[src/design/fvol_pkg.sv]
// Shared types and constants for the float-voltage offset learner.
// Holds the field widths, the register index codes and the sequencer state type.
// No dependencies.
`default_nettype none

package fvol_pkg;

	localparam int MV_W       = 16;
	localparam int TIME_W     = 32;
	localparam int SUM_W      = 40;
	localparam int CFG_DATA_W = 32;
	localparam int CFG_IDX_W  = 3;

	typedef enum logic [CFG_IDX_W-1:0] {
		REG_FLOAT_REF    = 3'd0,
		REG_CAL_LIMIT    = 3'd1,
		REG_CLIMB_RISE   = 3'd2,
		REG_PLAT_SPREAD  = 3'd3,
		REG_PLAT_HOLD    = 3'd4
	} fvol_reg_t;

	typedef enum logic [2:0] {
		ST_IDLE,
		ST_CHECK,
		ST_WINDOW,
		ST_DIV_LAUNCH,
		ST_DIV_WAIT,
		ST_EMIT
	} fvol_state_t;

endpackage

`default_nettype wire

[src/design/fvol_div.sv]
// Iterative restoring divider: one quotient bit per cycle, keeps the low quotient bits.
// Generic, no package dependency.
`default_nettype none

module fvol_div #(
	parameter int DIVIDEND_W = 41,
	parameter int DIVISOR_W  = 24,
	parameter int QUOT_W     = 16
) (
	input  wire logic                  clk,
	input  wire logic                  arst_n,
	input  wire logic                  start,
	input  wire logic [DIVIDEND_W-1:0] dividend,
	input  wire logic [DIVISOR_W-1:0]  divisor,
	output logic                       done,
	output logic [QUOT_W-1:0]          quotient
);

	localparam int CNT_W = $clog2(DIVIDEND_W + 1);

	logic                  busy_q;
	logic                  done_q;
	logic [CNT_W-1:0]      cnt_q;
	logic [DIVIDEND_W-1:0] dvd_q;
	logic [DIVISOR_W-1:0]  rem_q;
	logic [QUOT_W-1:0]     quo_q;
	logic [DIVISOR_W:0]    trial;
	logic                  fits;
	logic [DIVISOR_W:0]    rem_next;

	// one restoring step: shift in the next dividend bit, subtract if it fits
	always_comb begin
		trial    = {rem_q, dvd_q[DIVIDEND_W-1]};
		fits     = trial >= {1'b0, divisor};
		rem_next = fits ? (trial - {1'b0, divisor}) : trial;
	end

	always_ff @(posedge clk or negedge arst_n) begin
		if (!arst_n) begin
			busy_q <= 1'b0;
			done_q <= 1'b0;
			cnt_q  <= '0;
		end else begin
			done_q <= busy_q && (cnt_q == CNT_W'(1));
			if (start) begin
				busy_q <= 1'b1;
				cnt_q  <= CNT_W'(DIVIDEND_W);
			end else if (busy_q) begin
				cnt_q <= cnt_q - CNT_W'(1);
				if (cnt_q == CNT_W'(1)) begin
					busy_q <= 1'b0;
				end
			end
		end
	end

	always_ff @(posedge clk) begin
		if (start) begin
			dvd_q <= dividend;
			rem_q <= '0;
			quo_q <= '0;
		end else if (busy_q) begin
			dvd_q <= {dvd_q[DIVIDEND_W-2:0], 1'b0};
			rem_q <= rem_next[DIVISOR_W-1:0];
			quo_q <= {quo_q[QUOT_W-2:0], fits};
		end
	end

	assign done     = done_q;
	assign quotient = quo_q;

endmodule

`default_nettype wire

[src/design/float_voltage_offset_learner_top.sv]
// Float-voltage offset learner: one battery sample in, one offset result out.
// Each accepted sample is latched, checked in ST_CHECK and, when it extends an open
// window, handled in ST_WINDOW; a complete window is averaged by the divider (41 steps).
// The next sample is accepted only once the sequencer is back in idle; a stalled
// result holds the sequencer in its emit state. Reset (arst_n, async, active low) clears
// session, window and learned flags and loads the register defaults.
`default_nettype none

module float_voltage_offset_learner_top
	import fvol_pkg::*;
#(
	parameter int COUNT_WIDTH = 24
) (
	input  wire logic                  clk,
	input  wire logic                  arst_n,
	// sample channel
	input  wire logic                  in_valid,
	output logic                       in_ready,
	input  wire logic                  on_external_power,
	input  wire logic [MV_W-1:0]       battery_mv,
	input  wire logic [TIME_W-1:0]     time_ms,
	// result channel
	output logic                       out_valid,
	input  wire logic                  out_ready,
	output logic signed [MV_W-1:0]     offset_mv,
	output logic                       offset_valid,
	output logic                       offset_updated,
	// register writes
	input  wire logic                  cfg_we,
	input  wire logic [CFG_IDX_W-1:0]  cfg_index,
	input  wire logic [CFG_DATA_W-1:0] cfg_data
);

	// dividend carries the 40-bit sum plus half the count for rounding
	localparam int DIV_W = SUM_W + 1;

	// ---------------------------------------------------------------
	// Configuration registers
	// ---------------------------------------------------------------
	logic [MV_W-1:0]   ref_q;
	logic [MV_W-1:0]   limit_q;
	logic [MV_W-1:0]   climb_q;
	logic [MV_W-1:0]   spread_q;
	logic [TIME_W-1:0] hold_q;

	always_ff @(posedge clk or negedge arst_n) begin
		if (!arst_n) begin
			ref_q    <= MV_W'(4200);
			limit_q  <= MV_W'(200);
			climb_q  <= MV_W'(100);
			spread_q <= MV_W'(20);
			hold_q   <= TIME_W'(60000);
		end else if (cfg_we) begin
			// unknown indexes fall through and change nothing
			unique case (fvol_reg_t'(cfg_index))
				REG_FLOAT_REF:   ref_q    <= cfg_data[MV_W-1:0];
				REG_CAL_LIMIT:   limit_q  <= cfg_data[MV_W-1:0];
				REG_CLIMB_RISE:  climb_q  <= cfg_data[MV_W-1:0];
				REG_PLAT_SPREAD: spread_q <= cfg_data[MV_W-1:0];
				REG_PLAT_HOLD:   hold_q   <= cfg_data[TIME_W-1:0];
				default: ;
			endcase
		end
	end

	// ---------------------------------------------------------------
	// State
	// ---------------------------------------------------------------
	fvol_state_t state_q, state_d;

	// latched sample
	logic              pwr_q;
	logic [MV_W-1:0]   mv_q;
	logic [TIME_W-1:0] t_q;

	// session and window
	logic                   cabled_q;
	logic                   holding_q;
	logic [MV_W-1:0]        session_low_q;
	logic [TIME_W-1:0]      win_start_q;
	logic [SUM_W-1:0]       win_sum_q;
	logic [COUNT_WIDTH-1:0] win_count_q;
	logic [MV_W-1:0]        win_low_q;
	logic [MV_W-1:0]        win_high_q;

	// learned result
	logic [MV_W-1:0] learned_offset_q;
	logic            learned_flag_q;
	logic            updated_q;

	// output register
	logic            out_valid_q;
	logic [MV_W-1:0] out_offset_q;
	logic            out_flag_q;
	logic            out_updated_q;

	// sequencer controls
	logic div_start;
	logic out_load;

	// divider
	logic             div_done;
	logic [MV_W-1:0]  div_quot;
	logic [DIV_W-1:0] div_dividend;

	// ---------------------------------------------------------------
	// Sample classification (valid in ST_CHECK / ST_WINDOW)
	// ---------------------------------------------------------------
	logic              below_low;
	logic              climbed;
	logic              in_band;
	logic              check_ok;
	logic [MV_W-1:0]   spread_now;
	logic              spread_bad;
	logic [TIME_W-1:0] elapsed;
	logic              hold_done;
	logic              count_full;
	logic              win_open;

	always_comb begin
		below_low  = mv_q < session_low_q;
		// mv >= session_low here, so the difference cannot wrap
		climbed    = (mv_q - session_low_q) >= climb_q;
		in_band    = (({1'b0, mv_q} + {1'b0, limit_q}) >= {1'b0, ref_q}) &&
		             ({1'b0, mv_q} <= ({1'b0, ref_q} + {1'b0, limit_q}));
		check_ok   = pwr_q && cabled_q && !below_low && climbed && in_band;
		spread_now = win_high_q - win_low_q;
		spread_bad = spread_now > spread_q;
		// timestamps wrap, so the elapsed time is taken modulo 2^32
		elapsed    = t_q - win_start_q;
		hold_done  = elapsed >= hold_q;
		count_full = win_count_q == {COUNT_WIDTH{1'b1}};
		// a fresh window starts on the first qualifying sample, on a spread
		// violation, and right after an offset is learned
		win_open   = ((state_q == ST_CHECK) && check_ok && !holding_q) ||
		             ((state_q == ST_WINDOW) && spread_bad) ||
		             ((state_q == ST_DIV_WAIT) && div_done);
		div_dividend = {1'b0, win_sum_q} +
		               {{(DIV_W - COUNT_WIDTH){1'b0}}, win_count_q >> 1};
	end

	// ---------------------------------------------------------------
	// Sequencer
	// ---------------------------------------------------------------
	always_comb begin
		state_d = state_q;
		unique case (state_q)
			ST_IDLE:       if (in_valid) state_d = ST_CHECK;
			ST_CHECK:      state_d = (check_ok && holding_q) ? ST_WINDOW : ST_EMIT;
			ST_WINDOW:     state_d = (!spread_bad && hold_done) ? ST_DIV_LAUNCH : ST_EMIT;
			ST_DIV_LAUNCH: state_d = ST_DIV_WAIT;
			ST_DIV_WAIT:   if (div_done) state_d = ST_EMIT;
			ST_EMIT:       if (!out_valid_q || out_ready) state_d = ST_IDLE;
			default:       state_d = ST_IDLE;
		endcase
	end

	always_comb begin
		in_ready  = state_q == ST_IDLE;
		div_start = state_q == ST_DIV_LAUNCH;
		// hand the result over once the output register is free
		out_load  = (state_q == ST_EMIT) && (!out_valid_q || out_ready);
	end

	// ---------------------------------------------------------------
	// Control registers
	// ---------------------------------------------------------------
	always_ff @(posedge clk or negedge arst_n) begin
		if (!arst_n) begin
			state_q          <= ST_IDLE;
			cabled_q         <= 1'b0;
			holding_q        <= 1'b0;
			learned_offset_q <= '0;
			learned_flag_q   <= 1'b0;
			updated_q        <= 1'b0;
			out_valid_q      <= 1'b0;
		end else begin
			state_q <= state_d;
			if (in_valid && in_ready) begin
				updated_q <= 1'b0;
			end
			if (state_q == ST_CHECK) begin
				// power loss drops the session; any failed check drops the window
				cabled_q  <= pwr_q;
				holding_q <= check_ok;
			end
			if ((state_q == ST_DIV_WAIT) && div_done) begin
				learned_offset_q <= ref_q - div_quot;
				learned_flag_q   <= 1'b1;
				updated_q        <= 1'b1;
			end
			if (out_load) begin
				out_valid_q <= 1'b1;
			end else if (out_ready) begin
				out_valid_q <= 1'b0;
			end
		end
	end

	// ---------------------------------------------------------------
	// Payload registers
	// ---------------------------------------------------------------
	always_ff @(posedge clk) begin
		if (in_valid && in_ready) begin
			pwr_q <= on_external_power;
			mv_q  <= battery_mv;
			t_q   <= time_ms;
		end

		// new session low on the first cabled sample or a deeper dip
		if ((state_q == ST_CHECK) && pwr_q && (!cabled_q || below_low)) begin
			session_low_q <= mv_q;
		end

		if (win_open) begin
			win_start_q <= t_q;
			win_sum_q   <= {{(SUM_W - MV_W){1'b0}}, mv_q};
			win_count_q <= COUNT_WIDTH'(1);
			win_low_q   <= mv_q;
			win_high_q  <= mv_q;
		end else if ((state_q == ST_CHECK) && check_ok) begin
			// window continues: widen its range
			if (mv_q < win_low_q) begin
				win_low_q <= mv_q;
			end
			if (mv_q > win_high_q) begin
				win_high_q <= mv_q;
			end
		end else if ((state_q == ST_WINDOW) && !count_full) begin
			// saturated count freezes sum and count
			win_sum_q   <= win_sum_q + {{(SUM_W - MV_W){1'b0}}, mv_q};
			win_count_q <= win_count_q + COUNT_WIDTH'(1);
		end

		if (out_load) begin
			out_offset_q  <= learned_offset_q;
			out_flag_q    <= learned_flag_q;
			out_updated_q <= updated_q;
		end
	end

	// ---------------------------------------------------------------
	// Rounded average: (sum + count/2) / count
	// ---------------------------------------------------------------
	fvol_div #(
		.DIVIDEND_W (DIV_W),
		.DIVISOR_W  (COUNT_WIDTH),
		.QUOT_W     (MV_W)
	) u_div (
		.clk      (clk),
		.arst_n   (arst_n),
		.start    (div_start),
		.dividend (div_dividend),
		.divisor  (win_count_q),
		.done     (div_done),
		.quotient (div_quot)
	);

	assign out_valid      = out_valid_q;
	assign offset_mv      = out_offset_q;
	assign offset_valid   = out_flag_q;
	assign offset_updated = out_updated_q;

`ifndef SYNTHESIS
	// divider completes only while the sequencer waits for it
	a_div_done_in_wait: assert property (@(posedge clk) disable iff (!arst_n)
		div_done |-> (state_q == ST_DIV_WAIT))
		else $error("divider finished outside its wait state");

	// a window only exists inside a cabled session
	a_holding_cabled: assert property (@(posedge clk) disable iff (!arst_n)
		holding_q |-> cabled_q)
		else $error("window open without external power session");

	// a finished division always marks the offset learned and updated
	a_learn_marks: assert property (@(posedge clk) disable iff (!arst_n)
		((state_q == ST_DIV_WAIT) && div_done) |=> (learned_flag_q && updated_q))
		else $error("learned offset not flagged");

	// the divisor is never zero when a division is launched
	a_count_nonzero: assert property (@(posedge clk) disable iff (!arst_n)
		(state_q == ST_DIV_LAUNCH) |-> (win_count_q != '0))
		else $error("window count zero at division");
`endif

endmodule

`default_nettype wire
[config.mk]
export PLATFORM = sky130hd
export DESIGN_NAME = float_voltage_offset_learner_top
export DESIGN_NICKNAME = d
export VERILOG_FILES = /design/src/design/fvol_pkg.sv /design/src/design/fvol_div.sv /design/src/design/float_voltage_offset_learner_top.sv
export SDC_FILE = /design/constraint.sdc
export NUM_CORES = 1
export LEC_CHECK = 0
export BUFFER_PORTS_ARGS = -buffer_cell sky130_fd_sc_hd__buf_2
export CELL_PAD_IN_SITES_DETAIL_PLACEMENT = 2
export CELL_PAD_IN_SITES_GLOBAL_PLACEMENT = 2
export CORE_UTILIZATION = 42
export CTS_BUF_LIST = sky130_fd_sc_hd__clkbuf_2
export CTS_CLUSTER_DIAMETER = 60
export DETAILED_ROUTE_END_ITERATION = 16
export PLACE_DENSITY_LB_ADDON = 0.05
export SYNTH_ARGS = -nofsm -noshare
export SYNTH_HDL_FRONTEND = slang
export SYNTH_SLANG_ARGS = --single-unit
[constraint.sdc]
create_clock -name clk -period 6.16 [get_ports clk]
set_input_delay 1.232 -clock clk [delete_from_list [all_inputs] [get_ports clk]]
set_output_delay 1.232 -clock clk [all_outputs]
set_load 0.01 [all_outputs]
Word level (Yosys, flattened, before mapping)
Cells that the tools add are included.

Output and inout bits: 20. Word-level logic and storage cells: 140. Bits in registers: 420. Bits of input ports: 89.

Add/subtract/negate cells: 11. Magnitude comparators: 9. Muxes and demuxes: 27. Equality and inequality tests: 15. Bitwise gates (word level): 1. Reduce and logical (&&, ||, !) cells: 46.

Operators with widths (count): $mux W16 (9); $mux W41 (2); $sub A16 B16 Y16 (3); $add A40 B23 Y41 (1); $add A40 B16 Y40 (1); $add A16 B16 Y17 (2); $ge A32 B32 Y1 (1); $gt A16 B16 Y1 (2); $lt A16 B16 Y1 (2); $sub A32 B32 Y32 (1); $ge A25 B24 Y1 (1); $add A24 B1 Y24 const B (1); $eq A24 B24 Y1 const B (1); $mux W24 (1); $sub A24 B24 Y24 (1); $pmux W3 S6 (1); $reduce_and A2 Y1 (9); $ge A17 B16 Y1 (1); $le A16 B17 Y1 (1); $logic_and A1 B1 Y1 (17); $ge A16 B16 Y1 (1); $mux W3 (5); $reduce_bool A2 Y1 (7); $eq A3 B2 Y1 const B (4); 13 further kinds (34).

Depth between registers and ports, before layout
Gate-level depths: netlist of run 1.

Depth after elaboration: 11. Mapped depth: 25. Gate-level depth less buffers: 23.

Modules after synthesis
A second synthesis of run 1 with hierarchy kept.

Cell total of the unflattened synthesis: 2746. Area total of the unflattened synthesis: 26893.3 um^2.

Modules (own cells, without submodules): float_voltage_offset_learner_top (area an instance 21805.9 um^2, sequential area each 8882.3 um^2, instances 1, cells each 2238); fvol_div (area an instance 5087.4 um^2, sequential area each 2232.1 um^2, instances 1, cells each 508).

Worst setup path before layout of run 1
OpenSTA, ideal clock, no wires.

Path kind: register to register. From: register win_high_q[0]. To: register win_low_q[0] (enable). Slack: 1.122 ns. Required time: 5.768 ns. Library setup time: 0.392 ns. Stages on the path, launching flop included: 25. Clock period less this slack: 5.038 ns. Path buffers: 1. Data arrival time: 4.645 ns. Path through: edfxtp_1 > inv_1 > ha_1 > inv_1 > fa_1 > a21o_1 > a21oi_1 > nor2b_1 > o21a_1 > o22a_1 > a41o_1 > o41ai_1 > o21bai_1 > a21oi_1 > xnor2_1 > ha_1 > nand4_1 > nor2_1 > o21ai_0 > o221ai_1 > a21boi_0 > nand3_1 > o211ai_4 > buf_2 > o21bai_1.

Word-level cells in the longest chain between the ends: 7. Elaborated cells between the ends (all ways): 8. Those cells by class: add/sub: 1; order compare: 1; reduce/logical: 6.

Ends and longest elaborated chain: from (decl) (RTL line float_voltage_offset_learner_top.sv:84) `logic [MV_W-1:0] win_high_q;`; from (signal assigned) (RTL line float_voltage_offset_learner_top.sv:220) `win_high_q <= mv_q;`; from (signal assigned) (RTL line float_voltage_offset_learner_top.sv:227) `win_high_q <= mv_q;`; $sub A16 B16 Y16 (*) (RTL line float_voltage_offset_learner_top.sv:127) `spread_now = win_high_q - win_low_q;`; $gt A16 B16 Y1 (*) (RTL line float_voltage_offset_learner_top.sv:128) `spread_bad = spread_now > spread_q;`; $logic_and A1 B1 Y1 (*) (RTL line float_voltage_offset_learner_top.sv:136) `((state_q == ST_WINDOW) && spread_bad) ||`; $logic_or A1 B1 Y1 (*) (RTL line float_voltage_offset_learner_top.sv:135) `win_open = ((state_q == ST_CHECK) && check_ok && !holding_q) ||`; $logic_or A1 B1 Y1 (*) (RTL line float_voltage_offset_learner_top.sv:136); $reduce_bool A2 Y1 (no source line); $reduce_and A2 Y1 (no source line) (*); to (signal assigned) (RTL line float_voltage_offset_learner_top.sv:219) `win_low_q <= mv_q;`; to (signal assigned) (RTL line float_voltage_offset_learner_top.sv:224) `win_low_q <= mv_q;`; to (decl) (RTL line float_voltage_offset_learner_top.sv:83) `logic [MV_W-1:0] win_low_q;`.

Every way passes the cells marked *; elsewhere a longest branch is shown, timed or not. A chain may end at the register's enable or synchronous reset.

Final worst setup path of run 1
From: register mv_q[1]. To: register win_sum_q[13] (enable).

Word-level cells in the longest chain between the ends: 11. Elaborated cells between the ends (all ways): 18. Those cells by class: add/sub: 2; order compare: 4; eq/ne: 1; reduce/logical: 11.

Ends and longest elaborated chain: from (decl) (RTL line float_voltage_offset_learner_top.sv:73) `logic [MV_W-1:0] mv_q;`; from (signal assigned) (RTL line float_voltage_offset_learner_top.sv:206) `mv_q <= battery_mv;`; parallel branches: the longest is 4 deep, another holds $add A16 B16 Y17; $logic_and A1 B1 Y1 (*) (RTL line float_voltage_offset_learner_top.sv:126) `check_ok = pwr_q && cabled_q && !below_low && climbed && in_band;`; $logic_and A1 B1 Y1 (*) (RTL line float_voltage_offset_learner_top.sv:135, float_voltage_offset_learner_top.sv:221); $logic_and A1 B1 Y1 (RTL line float_voltage_offset_learner_top.sv:135); $logic_or A1 B1 Y1 (RTL line float_voltage_offset_learner_top.sv:135); $logic_or A1 B1 Y1 (RTL line float_voltage_offset_learner_top.sv:136); $ne A2 B2 Y1 (no source line) or $reduce_bool A2 Y1 (tied branches); $reduce_and A2 Y1 (no source line) (*); to (signal assigned) (RTL line float_voltage_offset_learner_top.sv:217) `win_sum_q <= {{(SUM_W - MV_W){1'b0}}, mv_q};`; to (signal assigned) (RTL line float_voltage_offset_learner_top.sv:231) `win_sum_q <= win_sum_q + {{(SUM_W - MV_W){1'b0}}, mv_q};`; to (decl) (RTL line float_voltage_offset_learner_top.sv:81) `logic [SUM_W-1:0] win_sum_q;`.

Every way passes the cells marked *.

==> impl_summary.md, run 1 <==
STA
The setup violation total in the final timing report is 0. The final count of hold timing violations is 0. Setup repair after global routing left no endpoint under its margin. The final critical path time including I/O delays and setup is 5770 ps.

The clock skew is 111 ps. The fmax is 173 MHz. The aggregate negative setup slack is 0 ps. Measured against its own limit, the worst slew margin works out to 21.8%. On the final layout, the worst hold slack is 171 ps. The max-slew violation count came to 0.

For the pin with the worst max-slew slack, the measured transition is 1170 ps. The share of the cycle needed by the critical path after routing is 93.7%.

Detailed routing
The vias after detailed routing is 21300. The remaining design rule violation count is 0. After detailed routing, the average wire length per cell comes to 20.8 um.

Once detail routing completed, the nets flagged for antenna violations numbered 0. The violation count after the first detailed-route iteration is 740. The length of the first detailed-routing pass in iterations is 5.

The via-per-instance ratio is 5.51. Summed over all layers, the routed wires come to 80700 um.

Critical path
The endpoint class of the critical path is a flop. Across all register-to-register paths, the minimum setup slack is 390 ps. The cell occurring most often along the worst timing path is sky130_fd_sc_hd__a21oi_1. The maximum fanout along the worst path is 22. The critical path goes through buf_4 -> ha_1 -> nor2b_1 -> o21ai_0 -> a21boi_0 -> o21ai_0 -> a21oi_1 -> a211o_1 -> a21oi_1 -> o21bai_1 -> a21oi_1 -> xnor2_1 -> ha_1 -> nand2_1 -> nor2_1 -> nand4_1 -> a2111oi_4 -> nand2b_2 -> o211ai_4 -> buf_6 -> nand2b_1 -> buf_4. The worst setup path is launched from a flop. For this run, the slowest stage of the critical path takes 580 ps. The cell at the slowest stage of the critical path is sky130_fd_sc_hd__a2111oi_4. The arrival time at the worst endpoint is 6660 ps. At the worst endpoint, the required time is 7050 ps. By startpoint and endpoint, the worst setup path is classified as reg -> reg.

Die
The area enclosed by the die boundary is 64100 um2. The vertical die dimension is 253 um. After floorplanning, the core was divided into 91 placement rows. The placeable core region is 62100 um2. The die outline width is 253 um. The number of top-level pins is 109.

The effective utilization at floorplan is 42.7%.

Run status
The flow ran to the end, and the final reports show no timing, DRC or antenna violations.

Place
In this run the tool buffered the top-level ports with 108 buffer cells. Summed over all nets, the half-perimeter wirelength after detailed placement is 61100 um. The congestion estimate from routability-driven global placement came to 0.858. The cell count after placement is 3653.

Clock tree
The clock transition time at the flip-flop clock pins of the worst setup and hold paths is 140 ps. The number of CTS-inserted buffers is 113. The clock insertion delay at the later pin of the skew report is 1270 ps. The H-tree was split into 3 levels. No sink is reached through more buffers than the 3 on the longest clock path. The clock root buffer master is sky130_fd_sc_hd__clkbuf_2. The CTS tree is yes. The clock sink count is 420.

Synthesis
After synthesis, the most frequently instantiated cells are sky130_fd_sc_hd__ha_1, sky130_fd_sc_hd__inv_1, sky130_fd_sc_hd__nand2_1. The number of nets in the synthesized netlist is 3136. The most used standard cell by instance count after synthesis is sky130_fd_sc_hd__ha_1. By area the synthesized netlist is led by sky130_fd_sc_hd__edfxtp_1, sky130_fd_sc_hd__ha_1, sky130_fd_sc_hd__dfrtp_1.

The area share of the leading cell type in the synthesized netlist is 23.1%. The count of unique library cells instantiated by Yosys is 83. After synthesis the netlist holds a flip-flop and latch count of 420. The cell type contributing the most total cell area after synthesis is sky130_fd_sc_hd__edfxtp_1. Synthesis produced 2736 cells. The portion of the post-synthesis area used by sequential elements is 42.0%. In this run, synthesis inferred 204 flip-flops with an integrated enable.

The most used flip-flop cell after synthesis is sky130_fd_sc_hd__edfxtp_1. After synthesis, the share of flip-flops with an asynchronous set or reset is 30.5%. The average cell area after synthesis is 9.68 um2. The mapped netlist covers 26500 um2. The warning count from the yosys run is 0.

Pwr
Summed over all cells, the static leakage comes to 0.0129 uW. IR analysis of the VDD net gives a maximum drop of 202 uV. The power density relative to cell area is 322 nW/um2.

Layout
The finished layout holds 3872 standard cells, fillers aside. Compared with the post-synthesis result, the final layout area differs by 10.3%. The share of post-route cells with drive strength above 1 is 14.0%. After the last flow step, the layout net total stands at 3332.

Global routing
The first global-routing pass estimated 128000 um of wire. Global routing consumed, over all layers together, 25.6% of the routing resources. The residual overflow from global routing is 0.

The initial antenna violation count came to 5. The via count of the first global-routing pass is 24000. Entering global routing, the biggest net connects 69 pins.

Hold path
The worst min-delay path category is in -> reg.

Job
The tool flagged a number of max-cap violations equal to 0.
cell type report:
type,count,area (um2)
multi-input combinational,1993,14200
timing repair buffer,145,835
inverter,259,972
antenna,4,10.0
clock buffer,173,866
fill,6778,32800
sequential,420,11100
clock inverter,41,195
tap,837,1050
logic make-up after synthesis:
family,after synthesis,share of synthesized area (%)
AO/OA/AOI/OAI,645,15.2
XOR/XNOR,196,6.48
adder cells (fa/ha/maj),311,14.9
buffers and inverters,323,4.72
flip-flops,420,42.0
multiplexers,83,3.38
AND/OR/NAND/NOR,758,13.4
metal layers:
layer	share of wire [%]	up-vias	GRT usage [%]
met1	44	10700	30.9
met5	0	-	0
met3	3.5	177	4.41
met4	3.6	0	11.0
met2	49	360	44.9
li1	-	10100	-
critical path, delay by kind of cell, from the launching register on:
kind,cells,cell delay (ps)
compound gates,10,2610
xor+xnor,1,100
fa+ha+maj,2,600
buf+inv,3,730
flops,1,460
simple gates,6,870
registers in the layout, indices dropped and copies added (netlist names), 24 cells and up:
signal and count:
t_q 32, win_count_q 24, u_div.dvd_q 41, u_div.rem_q 24
hold_q 32, win_start_q 32, win_sum_q 40
path summary, 6_finish.rpt:
path	start	endpoint	depth (start not counted)
min in group asynchronous	arst_n	ref_q[8]	2
worst max-delay path	mv_q[1]	win_sum_q[13]	22
worst min-delay path	battery_mv[9]	mv_q[9]	1
max in group asynchronous	arst_n	hold_q[27]	3
worst max register to register	mv_q[1]	win_sum_q[13]	22
worst min register to register	learned_flag_q	offset_valid	0
through the flow:
stage | setup slack [ps] | instance area, um2 | power, uW | utilization [%]
detailed placement | 231 | 28100 | 7350 | 45.3
global route | 33.3 | 29200 | 10100 | 47.1
CTS | 216 | 29200 | 9550 | 47.0
floorplan | 1120 | 26500 | 6150 | -
global placement | 486 | 28100 | 7060 | 45.3
finish | 390 | 29200 | 9410 | 47.1
placed cells by master, fill, tap and decap left out, drive strengths merged, types with 37 or more instances in the layout:
cell	netlist	routed
nor3	54	54
inv	259	263
mux2	51	51
nand2	245	245
a21o	66	66
a21oi	177	177
nor2b	37	37
nand3	41	41
dfrtp	109	109
o21ai	216	216
xor2	48	48
nor2	216	216
dfxtp	88	88
clkbuf	47	173
edfxtp	204	204
ha	302	302
buf	17	144
xnor2	148	148
what timing repair did:
item	4_1_cts	5_1_grt
hold endpoints to repair	26	0
gates resized for setup	0	6
hold buffers	1	0
buffers inserted	0	0
endpoints found under the setup margin	0	110
where the power goes:
part	switching, uW	internal (uW)	total [uW]
Sequential	303	3350	3650
Clock	1310	800	2110
Combinational	2150	1500	3650
Total	3760	5650	9410
Note: power is estimated with default switching activity, not from simulation.
==> inputs of run 2 (changes only) <==
Settings changed: CORE_MARGIN set to 10.
==> impl_summary.md, run 2 (synthesis gave the netlist of run 1 again) <==
Critical path
The maximum fanout along the worst path came to 44 (+100%). The cell occurring most often along the worst timing path is sky130_fd_sc_hd__o21ai_0. The worst setup path is launched from a flop. The largest stage delay on the critical path is 500 ps (-80 ps).

The critical path class is reg -> reg. The arrival time at the worst endpoint is 6720 ps (+60 ps). The required time at the worst-slack endpoint is 7140 ps (+90 ps).

The critical path goes through buf_4 -> inv_1 -> fa_1 -> nor2b_1 -> o21ai_0 -> a21oi_1 -> nor4b_1 -> o21ai_0 -> nand2_1 -> nor2_1 -> a31oi_1 -> xnor2_1 -> ha_1 -> a21oi_1 -> nor2b_1 -> a2111oi_1 -> o21ai_0 -> a31oi_1 -> a2111oi_4 -> nand2b_2 -> o211ai_4 -> buf_12 -> nand2b_1 -> buf_12. On the critical path, the stage with the largest delay is an instance of sky130_fd_sc_hd__a2111oi_1. The endpoint class of the critical path is a flop.

Layout
The library cells used most frequently in the layout, excluding fill and tap cells, are sky130_fd_sc_hd__ha_1, sky130_fd_sc_hd__inv_1, sky130_fd_sc_hd__nand2_1, sky130_fd_sc_hd__nor2_1, sky130_fd_sc_hd__o21ai_0. The number of flip-flops in the largest register is 41 (unchanged). The final instance count without filler cells was 3896 (+0.62%). The largest registers in the layout are u_div.dvd_q (41), win_sum_q (40). The number of fill cells is 6713 (-0.96%).

The number of nets in the layout is 3345 (+0.39%). The finished layout cell area was 29400 um2 (+0.50%). The relative area change from synthesis to final layout is 10.8%.

The share of post-route cells with drive strength above 1 was 14.2% (+0.21 points). Counting flops per register, the top entry is u_div.dvd_q. The library cell used most frequently in the layout, excluding fill and tap cells, is sky130_fd_sc_hd__ha_1.

Clock tree
The clock sink count is 420 (unchanged). The clock insertion delay at the later pin of the skew report is 1290 ps (+20 ps). The number of setup buffers added after CTS is 0 (unchanged). The level count of the clock H-tree is 3 (unchanged).

The maximum buffer depth of the clock tree came to 3 (unchanged). The clock transition time at the flip-flop clock pins of the worst setup and hold paths was 110 ps (-30 ps). The number of CTS-inserted buffers is 118 (+4.4%).

TritonCTS built the clock tree. The clock root buffer master is sky130_fd_sc_hd__clkbuf_2.

STA
The aggregate negative setup slack was 0 ps (unchanged). Setup repair after global routing left no endpoint under its margin. The max-slew headroom at the worst pin is 23.3% (+1.5 points).

The slew at the pin closest to its max-slew limit is 1120 ps (-43.0 ps). The setup violation total in the final timing report is 0 (unchanged). The fmax is 174 MHz (+0.55%). The minimum hold slack is 141 ps (-29.7 ps).

The final count of hold timing violations was 0 (unchanged). The max-slew violation count is 0 (unchanged). The post-layout worst setup margin is 422 ps (+31.5 ps). The share of the cycle needed by the critical path after routing was 93.2% (-0.51 points). The final critical path time including I/O delays and setup was 5740 ps (-31.5 ps). The clock skew is 141 ps (+29.6 ps).

Detailed routing
The remaining design rule violation count is 0 (unchanged). The routed wire length on met2 is 40200 um (+0.84%). The highest layer touched by signal routing is met4.

The number of nets still failing antenna checks after routing is 0 (unchanged). The vias after detailed routing is 21200 (-0.54%). The wire length the detailed router placed on met1 came to 36200 um (+3.2%). The routed wire length per instance is 21.0 um (+0.67%). The via-per-instance ratio is 5.45 (-1.2%). The total detailed-routing wirelength is 81700 um (+1.3%). The violation count after the first detailed-route iteration is 859 (+16%).

The length of the first detailed-routing pass in iterations is 5 (unchanged). The sum of met3 wire segment lengths after detailed routing is 3260 um (+16%).

Place
The final weighted congestion of routability-driven global placement was 0.863 (+0.59%). The cell count after placement is 3666 (+0.36%). The standard cell area after detailed placement is 28200 um2 (+0.25%).

The number of port buffers is 108 (unchanged). The pre-CTS setup slack was 192 ps (-38.7 ps). The half-perimeter wire length after placement is 61800 um (+1.3%).

Pwr
The portion of total power attributed to the clock network is 22.7% (+0.3 points). The switching share of total power came to 40.0% (about the same). The worst voltage drop across the vdd grid is 191 uV (-5.2%).

The internal portion of total power is 5680 uW (+0.50%). The portion of total power attributed to sequential cells came to 38.5% (-0.3 points). The total leakage power was 0.0130 uW (+0.43%). The power share of the combinational group was 38.8% (about the same). The switching power total is 3780 uW (+0.54%).

The power density relative to cell area is 322 nW/um2 (about the same).

Die
The effective utilization at floorplan is 42.2% (-0.46 points). The die outline width is 271 um (+7.1%). The area enclosed by the die boundary is 73500 um2 (+15%).

The vertical die dimension was 271 um (+7.1%). The standard-cell row count was 92 (+1.1%). The placeable core region was 62700 um2 (+1.1%). The number of top-level pins is 109 (unchanged).

Hold path
The worst min-delay path category is in -> reg.

Run status
The run finished with clean final reports.

Global routing
The via count of the first global-routing pass is 24100 (+0.32%). The wire length of the first global-routing pass was 132000 um (+2.5%). The total track usage is 22.2% (-3.5 points). The largest net degree at the start of global routing is 84 (+22%). The initial antenna violation count is 3 (-2). The residual overflow from global routing is 0 (unchanged).

Job
The max-cap violation count is 0 (unchanged).
run 2: cell count changes in the layout (fill, tap and decap cells not counted), moves of 2 or more:
cell / previous run / this run
sky130_fd_sc_hd__dlygate4sd3_1: 1 / 5
sky130_fd_sc_hd__buf_6: 3 / 1
sky130_fd_sc_hd__clkbuf_2: 173 / 178
sky130_fd_sc_hd__inv_2: 3 / 1
sky130_fd_sc_hd__diode_2: 4 / 7
sky130_fd_sc_hd__clkinv_1: 28 / 30
sky130_fd_sc_hd__buf_4: 34 / 37
sky130_fd_sc_hd__buf_12: 0 / 3
sky130_fd_sc_hd__clkinv_2: 8 / 6
sky130_fd_sc_hd__a21oi_2: 2 / 4
run 2: layout make-up:
cell class              instances  area, um2  area share (%)
diodes                          7       17.5          0.0597
clock buffers                 178        891            3.03
clock inverters                40        194           0.661
inverters                     259        972            3.31
multi-input cells            1993      14200            48.3
flip-flops and latches        420      11100            37.9
well taps                     846       1060            3.61
repair buffers                153        935            3.18
run 2: power groups by stage:
stage	Sequential [uW]	Clock [uW]	Combinational, uW
floorplan	3600	0	2550
global placement	3690	0	3390
detailed placement	3710	0	3660
CTS	3650	2240	3700
global route	3690	2400	4160
finish	3640	2150	3670
run 2: layer usage:
| layer | track usage, % | vias to the layer above |
|---|---|---|
| li1 | - | 10200 |
| met3 | 4.16 | 141 |
| met5 | 0 | - |
| met2 | 39.0 | 318 |
| met1 | 27.3 | 10600 |
| met4 | 6.49 | 0 |
run 2: worst paths after layout:
| check | from | depth (start not counted) | endpoint | slack [ps] |
|---|---|---|---|---|
| worst min-delay path | battery_mv[8] | 1 | mv_q[8] | 140 |
| worst min register to register | learned_offset_q[9] | 0 | offset_mv[9] | 430 |
| min in group asynchronous | arst_n | 2 | learned_flag_q | 640 |
| worst max-delay path | mv_q[1] | 24 | win_sum_q[4] | 420 |
| worst max register to register | mv_q[1] | 24 | win_sum_q[4] | 420 |
| max in group asynchronous | arst_n | 3 | hold_q[10] | 4250 |
run 2: worst max-delay path: cells and delay by family (launching register included):
kind                       cells  cell delay [ps]
AOI/OAI and AO/OA             10             2430
DFF                            1              400
adders and majority gates      2              740
and+or+nand+nor                7             1070
buffers and inverters          4              670
xor gates and xnor gates       1              150
run 2: through the flow:
stage	util [%]	total power [uW]
2_1_floorplan	-	6150
3_3_place_gp	44.9	7080
3_5_place_dp	44.9	7360
4_1_cts	46.7	9590
5_1_grt	46.8	10200
6_report	46.8	9460
run 2: timing repair:
item | CTS | global route
hold buffers | 5 | 0
endpoints found under the setup margin | 0 | 55
gates resized for setup | 0 | 5
endpoints found under the hold margin | 45 | 0
